## src/design/tglm_pkg.sv

```systemverilog
// ----------------------------------------------------------------------------
// tglm_pkg: shared types and constants for the tape gap length measurer
// phase and operation codes, register indexes and register reset values
// ----------------------------------------------------------------------------
package tglm_pkg;

    // field widths
    localparam int unsigned DistW   = 32;
    localparam int unsigned CountW  = 5;
    localparam int unsigned CfgW    = 31;
    localparam int unsigned CfgIdxW = 2;

    // measurement phase
    typedef enum logic [3:0] {
        PH_IDLE    = 4'd0,
        PH_TAPE1   = 4'd1,
        PH_TAPE2   = 4'd2,
        PH_TAPE3   = 4'd3,
        PH_GAP1    = 4'd4,
        PH_GAP2    = 4'd5,
        PH_EXIT    = 4'd6,
        PH_DONE    = 4'd7,
        PH_TIMEOUT = 4'd8
    } t_phase;

    // word operation code
    typedef enum logic [1:0] {
        OP_TICK  = 2'd0,
        OP_ARM   = 2'd1,
        OP_CLEAR = 2'd2,
        OP_NONE  = 2'd3
    } t_op;

    // configuration register indexes
    typedef enum logic [CfgIdxW-1:0] {
        CFG_CONFIRM_COUNT    = 2'd0,
        CFG_TIMEOUT_DISTANCE = 2'd1,
        CFG_TAPE_LEVEL       = 2'd2,
        CFG_GAP_LEVEL        = 2'd3
    } t_cfg_idx;

    // register reset values
    localparam logic [7:0]        RstConfirmCount    = 8'd1;
    localparam logic [CfgW-1:0]   RstTimeoutDistance = 31'd6400;
    localparam logic [CountW-1:0] RstTapeLevel       = 5'd5;
    localparam logic [CountW-1:0] RstGapLevel        = 5'd2;

endpackage

```

## src/design/tape_gap_length_measurer.sv

```systemverilog
// ----------------------------------------------------------------------------
// tape_gap_length_measurer: measures two white gaps between three tape strips
// path: an accepted input word is held in the input register, and its result word
//   is then registered in the result register
// throughput: one word per cycle while the result side takes words; the state
//   update is a single pass between the input register and the result register
// reset: synchronous active-low i_rst_n clears both stages and all state and
//   loads the register reset values; no clearing pass
// ----------------------------------------------------------------------------
module tape_gap_length_measurer (
    input  logic                                 i_clk,
    input  logic                                 i_rst_n,
    // configuration write port
    input  logic                                 i_cfg_we,
    input  logic [tglm_pkg::CfgIdxW-1:0]         i_cfg_addr,
    input  logic [tglm_pkg::CfgW-1:0]            i_cfg_data,
    // input channel
    input  logic                                 i_in_valid,
    output logic                                 o_in_ready,
    input  logic [1:0]                           i_operation,
    input  logic [tglm_pkg::CountW-1:0]          i_active_count,
    input  logic signed [tglm_pkg::DistW-1:0]    i_left_distance,
    input  logic signed [tglm_pkg::DistW-1:0]    i_right_distance,
    // output channel
    output logic                                 o_out_valid,
    input  logic                                 i_out_ready,
    output logic [3:0]                           o_phase,
    output logic                                 o_seq_done,
    output logic                                 o_seq_timeout,
    output logic                                 o_exit_flag,
    output logic signed [tglm_pkg::DistW-1:0]    o_first_gap_length,
    output logic signed [tglm_pkg::DistW-1:0]    o_second_gap_length
);

    localparam int unsigned W = tglm_pkg::DistW;

    // configuration registers
    logic [7:0]                        r_confirm_count;
    logic [tglm_pkg::CfgW-1:0]         r_timeout_distance;
    logic [tglm_pkg::CountW-1:0]       r_tape_level;
    logic [tglm_pkg::CountW-1:0]       r_gap_level;

    // input stage
    logic                              r_in_valid;
    tglm_pkg::t_op                     r_in_op;
    logic [tglm_pkg::CountW-1:0]       r_in_active;
    logic signed [W-1:0]               r_in_dist;

    // measurement state
    tglm_pkg::t_phase                  r_phase;
    logic [7:0]                        r_counter;
    logic signed [W-1:0]               r_start_mark;
    logic signed [W-1:0]               r_gap_start;
    logic signed [W-1:0]               r_gap_one;
    logic signed [W-1:0]               r_gap_two;
    logic [2:0]                        r_flags;

    // result stage
    logic                              r_out_valid;
    tglm_pkg::t_phase                  r_out_phase;
    logic [2:0]                        r_out_flags;
    logic signed [W-1:0]               r_out_gap_one;
    logic signed [W-1:0]               r_out_gap_two;

    // next values
    tglm_pkg::t_phase                  n_phase;
    logic [7:0]                        n_counter;
    logic signed [W-1:0]               n_start_mark;
    logic signed [W-1:0]               n_gap_start;
    logic signed [W-1:0]               n_gap_one;
    logic signed [W-1:0]               n_gap_two;
    logic [2:0]                        n_flags;

    logic                              adv;
    logic signed [W:0]                 dist_sum;
    logic signed [W:0]                 travel;
    logic signed [W:0]                 gap_diff;
    logic signed [W-1:0]               gap_sat;
    logic                              timed_out;
    logic                              is_tape;
    logic                              is_gap;
    logic                              qual_ok;
    logic                              qual_hit;
    logic [7:0]                        cnt_inc;
    logic                              active_phase;

    // handshake: the input stage moves when the result stage is free or drains
    assign adv        = r_in_valid && (!r_out_valid || i_out_ready);
    assign o_in_ready = !r_in_valid || adv;

    // floor average of the two encoder distances, taken at capture
    assign dist_sum = {i_left_distance[W-1], i_left_distance}
                    + {i_right_distance[W-1], i_right_distance};

    // configuration writes
    always_ff @(posedge i_clk) begin
        if (!i_rst_n) begin
            r_confirm_count    <= tglm_pkg::RstConfirmCount;
            r_timeout_distance <= tglm_pkg::RstTimeoutDistance;
            r_tape_level       <= tglm_pkg::RstTapeLevel;
            r_gap_level        <= tglm_pkg::RstGapLevel;
        end else if (i_cfg_we) begin
            case (tglm_pkg::t_cfg_idx'(i_cfg_addr))
                tglm_pkg::CFG_CONFIRM_COUNT:    r_confirm_count    <= i_cfg_data[7:0];
                tglm_pkg::CFG_TIMEOUT_DISTANCE: r_timeout_distance <= i_cfg_data;
                tglm_pkg::CFG_TAPE_LEVEL:       r_tape_level <= i_cfg_data[tglm_pkg::CountW-1:0];
                tglm_pkg::CFG_GAP_LEVEL:        r_gap_level  <= i_cfg_data[tglm_pkg::CountW-1:0];
                default: begin
                end
            endcase
        end
    end

    // input register
    always_ff @(posedge i_clk) begin
        if (!i_rst_n) begin
            r_in_valid <= 1'b0;
        end else if (o_in_ready) begin
            r_in_valid <= i_in_valid;
        end
        if (o_in_ready && i_in_valid) begin
            r_in_op     <= tglm_pkg::t_op'(i_operation);
            r_in_active <= i_active_count;
            r_in_dist   <= dist_sum[W:1];
        end
    end

    // sensor classification and travel checks
    assign is_tape   = r_in_active >= r_tape_level;
    assign is_gap    = r_in_active <= r_gap_level;
    assign travel    = {r_in_dist[W-1], r_in_dist} - {r_start_mark[W-1], r_start_mark};
    assign timed_out = travel > $signed({2'b00, r_timeout_distance});
    assign gap_diff  = {r_in_dist[W-1], r_in_dist} - {r_gap_start[W-1], r_gap_start};
    assign cnt_inc   = r_counter + 8'd1;
    assign qual_hit  = cnt_inc >= r_confirm_count;

    assign active_phase = (r_phase != tglm_pkg::PH_IDLE) && (r_phase != tglm_pkg::PH_DONE)
                       && (r_phase != tglm_pkg::PH_TIMEOUT);

    // saturate the gap difference to the signed 32-bit range
    always_comb begin
        if (gap_diff[W] != gap_diff[W-1]) begin
            gap_sat = gap_diff[W] ? {1'b1, {(W-1){1'b0}}} : {1'b0, {(W-1){1'b1}}};
        end else begin
            gap_sat = gap_diff[W-1:0];
        end
    end

    // which sample qualifies in the current phase
    always_comb begin
        case (r_phase)
            tglm_pkg::PH_TAPE1,
            tglm_pkg::PH_TAPE2,
            tglm_pkg::PH_TAPE3: qual_ok = is_tape;
            default:            qual_ok = is_gap;
        endcase
    end

    // sequence logic
    always_comb begin
        n_phase      = r_phase;
        n_counter    = r_counter;
        n_start_mark = r_start_mark;
        n_gap_start  = r_gap_start;
        n_gap_one    = r_gap_one;
        n_gap_two    = r_gap_two;
        n_flags      = r_flags;
        case (r_in_op)
            tglm_pkg::OP_CLEAR: begin
                n_phase      = tglm_pkg::PH_IDLE;
                n_counter    = '0;
                n_start_mark = '0;
                n_gap_start  = '0;
                n_gap_one    = '0;
                n_gap_two    = '0;
                n_flags      = '0;
            end
            tglm_pkg::OP_ARM: begin
                if (r_phase == tglm_pkg::PH_IDLE) begin
                    n_phase      = tglm_pkg::PH_TAPE1;
                    n_counter    = '0;
                    n_flags      = '0;
                    n_start_mark = r_in_dist;
                    n_gap_start  = '0;
                    n_gap_one    = '0;
                    n_gap_two    = '0;
                end
            end
            tglm_pkg::OP_TICK: begin
                if (active_phase) begin
                    if (timed_out) begin
                        n_phase    = tglm_pkg::PH_TIMEOUT;
                        n_flags[1] = 1'b1;
                    end else if (!qual_ok) begin
                        n_counter = '0;
                    end else if (!qual_hit) begin
                        n_counter = cnt_inc;
                    end else begin
                        n_counter = '0;
                        case (r_phase)
                            tglm_pkg::PH_TAPE1: n_phase = tglm_pkg::PH_GAP1;
                            tglm_pkg::PH_GAP1: begin
                                n_gap_start = r_in_dist;
                                n_phase     = tglm_pkg::PH_TAPE2;
                            end
                            tglm_pkg::PH_TAPE2: begin
                                n_gap_one = gap_sat;
                                n_phase   = tglm_pkg::PH_GAP2;
                            end
                            tglm_pkg::PH_GAP2: begin
                                n_gap_start = r_in_dist;
                                n_phase     = tglm_pkg::PH_TAPE3;
                            end
                            tglm_pkg::PH_TAPE3: begin
                                n_gap_two = gap_sat;
                                n_phase   = tglm_pkg::PH_EXIT;
                            end
                            tglm_pkg::PH_EXIT: begin
                                n_flags[0] = 1'b1;
                                n_flags[2] = 1'b1;
                                n_phase    = tglm_pkg::PH_DONE;
                            end
                            default: begin
                            end
                        endcase
                    end
                end
            end
            default: begin
            end
        endcase
    end

    // state and result registers
    always_ff @(posedge i_clk) begin
        if (!i_rst_n) begin
            r_phase      <= tglm_pkg::PH_IDLE;
            r_counter    <= '0;
            r_start_mark <= '0;
            r_gap_start  <= '0;
            r_gap_one    <= '0;
            r_gap_two    <= '0;
            r_flags      <= '0;
            r_out_valid  <= 1'b0;
        end else begin
            if (adv) begin
                r_phase      <= n_phase;
                r_counter    <= n_counter;
                r_start_mark <= n_start_mark;
                r_gap_start  <= n_gap_start;
                r_gap_one    <= n_gap_one;
                r_gap_two    <= n_gap_two;
                r_flags      <= n_flags;
                r_out_valid  <= 1'b1;
            end else if (i_out_ready) begin
                r_out_valid  <= 1'b0;
            end
        end
        if (adv) begin
            r_out_phase   <= n_phase;
            r_out_flags   <= n_flags;
            r_out_gap_one <= n_gap_one;
            r_out_gap_two <= n_gap_two;
        end
    end

    // result word
    assign o_out_valid         = r_out_valid;
    assign o_phase             = r_out_phase;
    assign o_seq_done          = r_out_flags[0];
    assign o_seq_timeout       = r_out_flags[1];
    assign o_exit_flag         = r_out_flags[2];
    assign o_first_gap_length  = r_out_gap_one;
    assign o_second_gap_length = r_out_gap_two;

`ifndef SYNTHESIS
    // done flag marks exactly the done phase
    a_done_phase: assert property (@(posedge i_clk) disable iff (!i_rst_n)
        r_out_valid |-> (r_out_flags[0] == (r_out_phase == tglm_pkg::PH_DONE)))
        else $error("done flag disagrees with phase");

    // timeout flag marks exactly the timeout phase
    a_timeout_phase: assert property (@(posedge i_clk) disable iff (!i_rst_n)
        r_out_valid |-> (r_out_flags[1] == (r_out_phase == tglm_pkg::PH_TIMEOUT)))
        else $error("timeout flag disagrees with phase");

    // exit is only ever set together with done
    a_exit_done: assert property (@(posedge i_clk) disable iff (!i_rst_n)
        r_flags[2] == r_flags[0])
        else $error("exit flag and done flag differ");

    // a stalled input word stays in the input stage
    a_in_hold: assert property (@(posedge i_clk) disable iff (!i_rst_n)
        (r_in_valid && !adv) |=> (r_in_valid && $stable(r_in_dist)))
        else $error("stalled input word lost");

    // state only moves when a word passes into the result stage
    a_state_move: assert property (@(posedge i_clk) disable iff (!i_rst_n)
        !adv |=> $stable(r_phase))
        else $error("phase changed without an advancing word");
`endif

endmodule

```

## config.mk

```make
export PLATFORM = sky130hd
export DESIGN_NAME = tape_gap_length_measurer
export DESIGN_NICKNAME = d
export VERILOG_FILES = /design/src/design/tglm_pkg.sv /design/src/design/tape_gap_length_measurer.sv
export SDC_FILE = /design/constraint.sdc
export NUM_CORES = 1
export LEC_CHECK = 0
export ABC_AREA = 1
export BUFFER_PORTS_ARGS = -buffer_cell sky130_fd_sc_hd__buf_2
export CAP_MARGIN = 20
export CORE_ASPECT_RATIO = 0.5
export CORE_MARGIN = 1.5
export CORE_UTILIZATION = 45
export DETAILED_ROUTE_END_ITERATION = 8
export GPL_ROUTABILITY_DRIVEN = 0
export GPL_TIMING_DRIVEN = 0
export PLACE_DENSITY = 0.59
export SYNTH_ARGS = -nofsm -noshare
export SYNTH_HDL_FRONTEND = slang
export SYNTH_SLANG_ARGS = --single-unit
```

## constraint.sdc

```tcl
create_clock -name i_clk -period 9.1 [get_ports i_clk]
set_input_delay 0.91 -clock i_clk [delete_from_list [all_inputs] [get_ports i_clk]]
set_output_delay 0.91 -clock i_clk [all_outputs]
set_load 0.02 [all_outputs]
```

==> impl_metrics.py <==
metrics = {
    "synthesis": {
        "yosysTopAreaCell": "dfxtp_1",
        "yosys.cell_types.count": 56,
        "synth_warnings": 0,
        "synth-seq-cells": 304,
        "synth-async-reset-ratio": 0,
        "synth_area_um2": 19900,
        "ys_seq_area_frac": 0.361,
        "synth_top_area_frac": 0.195,
        "synth_fp_nets": 2986,
        "synth_edf_count": 110,
        "synth_ff_type": "dfxtp_1",
        "syn_inst": 2729,
        "ys_top_cells_by_area": "dfxtp_1 20%, edfxtp_1 17%, nand2_1 11%",
        "syn_avg_cell_area_um2": 7.29,
    },
    "timing": {
        "hold_viol_final": 0,
        "finalMaxSlewViolations": 0,
        "relSlewSlack": 0.418,
        "rsz0062_at_grt": "false",
        "finalClockSkew_ns": 0.0202,
        "tightest_slew_ns": 0.873,
        "hold_ws_ns": 0.462,
        "fmax_ghz": 0.175,
        "finalCritPeriodShare": 0.628,
        "setup-tns-final_ns": 0,
        "fin_crit_ns": 5.72,
        "setup_violations": 0,
    },
    "clocking": {
        "postCtsSetupBuffers": 0,
        "postCtsHoldBufs": 0,
        "clock_latency_ns": 0.58,
        "clockBufferDepth": 3,
        "cts-root-buf": "clkbuf_16",
        "numCtsBuffers": 30,
        "clk_pin_slew_worst_paths_ns": 0.06,
        "cts-resized-gates": 0,
        "h-tree-depth": 1,
        "cts_tree": "yes",
        "numClockSinks": 304,
    },
    "setup_path": {
        "arrival_ns": 6.02,
        "crit_fanout": 10,
        "cpMostUsedCell": "nand2_1",
        "cp_slowest_cell": "edfxtp_1",
        "crit_path_end_kind": "flip-flop",
        "crit_type": "reg -> reg",
        "cpPeakStageDelay_ns": 0.63,
        "required_ns": 9.40,
        "cp-start-kind": "flip-flop",
    },
    "cells_and_area": {
        "n_antenna_cell": 0,
        "final_common_cell": "nand2_1",
        "layout-drive-gt1-share": 0.109,
        "final_cell_mix": "589 x nand2_1, 397 x inv_1, 280 x a21oi_1",
        "fillers": 4438,
        "area_delta_synth_final_pct": 13.8,
        "final_cells": 3555,
        "fin_area_um2": 22600,
        "nets": 3200,
    },
    "global_routing": {
        "gr-total-overflow": 0,
        "grt_pass1_wl_um": 89300,
        "track_usage": 0.248,
        "antenna_found_initial": 1,
        "grt_start_max_net_pins": 61,
        "grt_pass1_vias": 16500,
    },
    "detailed_routing": {
        "firstDrtPassIters": 8,
        "viasPerCell": 5.19,
        "wl_per_cell_um": 16.0,
        "routed-via-count": 18400,
        "drc_errors": 0,
        "routed_wl_um": 56900,
        "postRouteAntennaNets": 0,
        "initialDrtViolationCount": 1250,
    },
    "placed_design": {
        "place_area_um2": 21600,
        "dp_cells": 3499,
        "place.port_buffers": 181,
        "hpwlAfterDp_um": 44900,
    },
    "floorplan": {
        "die_h_um": 152,
        "io_pins": 182,
        "dieArea_um2": 45600,
        "initial_core_util": 0.457,
        "num_rows": 54,
        "coreArea_um2": 43600,
        "die_w_um": 300,
    },
    "pwr": {
        "power.density_nw_per_um2": 199,
        "p_leak_nw": 10.1,
        "vdd_drop_max_mv": 0.152,
        "p_total_mw": 4.52,
    },
    "status": {
        "outcome": "complete, no violations",
    },
    "min_path": {
        "worstHoldPathType": "reg -> reg",
    },
    "job": {
        "cap_violations": 0,
    },
}
[per-stage QoR]
stage	setup WS [ns]	utilization
2_1_floorplan	4.93	-
3_3_place_gp	3.60	0.494
3_5_place_dp	3.59	0.495
4_1_cts	3.55	0.520
5_1_grt	3.07	0.520
6_report	3.38	0.520
[cell type report]
cell class,count,area (um2),share of cell area
sequential,304,7190,0.317
clock inverter,18,236,0.0104
tap,588,736,0.0325
inverter,407,1530,0.0675
clock buffer,38,843,0.0372
buffer,110,536,0.0236
timing repair buffer,182,933,0.0412
multi-input combinational,1908,10700,0.470
[critical path, delay by kind of cell (launching register included)]
family | cells | cell delay, ns
compound gates | 9 | 1.27
xor+xnor | 1 | 0.44
fa+ha+maj | 2 | 0.83
buf+inv | 3 | 0.62
flops | 1 | 0.63
simple gates | 12 | 1.64
[cells in the mapped netlist, types with 20 or more instances]
cell type  number
a211oi_1       28
a21oi_1       280
buf_2          24
clkbuf_1       61
dfxtp_1       194
edfxtp_1      110
ha_1          145
inv_1         398
nand2_1       589
nand3_1       128
nand4_1       112
nor2_1        188
nor3_1         20
o21ai_0       148
o21ai_1        40
xnor2_1        33
xor2_1         54
[path summary, 6_finish.rpt]
check                                                         from                                  to  slack [ns]  cells past startpoint
worst min register to register  r_timeout_distance[5]$_SDFFE_PN0P_  r_timeout_distance[5]$_SDFFE_PN0P_        0.46                      2
worst min-delay path            r_timeout_distance[5]$_SDFFE_PN0P_  r_timeout_distance[5]$_SDFFE_PN0P_        0.46                      2
worst max-delay path                        r_in_dist[1]$_DFFE_PP_    o_first_gap_length[28]$_DFFE_PP_        3.38                     27
worst max register to register              r_in_dist[1]$_DFFE_PP_    o_first_gap_length[28]$_DFFE_PP_        3.38                     27
[where the power goes]
| part | internal [mW] | total [mW] | switching (mW) |
|---|---|---|---|
| sequential | 1.49 | 1.56 | 0.0656 |
| combinational | 0.523 | 1.60 | 1.07 |
| clock | 0.800 | 1.36 | 0.561 |
| total | 2.82 | 4.52 | 1.70 |
[cell families after synthesis]
logic type / after synthesis / synth area share
AOI/OAI and AO/OA: 583 / 0.163
buffers and inverters: 517 / 0.104
DFF: 304 / 0.361
xor gates and xnor gates: 87 / 0.0383
adders and majority gates: 148 / 0.0942
and+or+nand+nor: 1090 / 0.240
[routing by layer]
layer	GRT usage	part of all wire	vias to the layer above
met3	0.0335	0.061	88
li1	-	-	9528
met4	0.0558	0.023	0
met5	0	0	-
met2	0.380	0.41	516
met1	0.367	0.50	8312
[state kept, by name (all words and copies together), names as in the netlist]
name	flops
r_out_flags	3
r_phase	4
o_phase	4
r_timeout_distance	31
r_in_active	5
r_confirm_count	8
r_in_dist	32
r_flags	3
r_gap_level	5
r_tape_level	5
r_gap_one	32
r_gap_start	32
r_gap_two	32
r_counter	8
r_start_mark	32
o_second_gap_length	32
o_out_valid	1
r_in_valid	1
r_in_op	2
o_first_gap_length	32
Power figures use the tool's default switching activity.
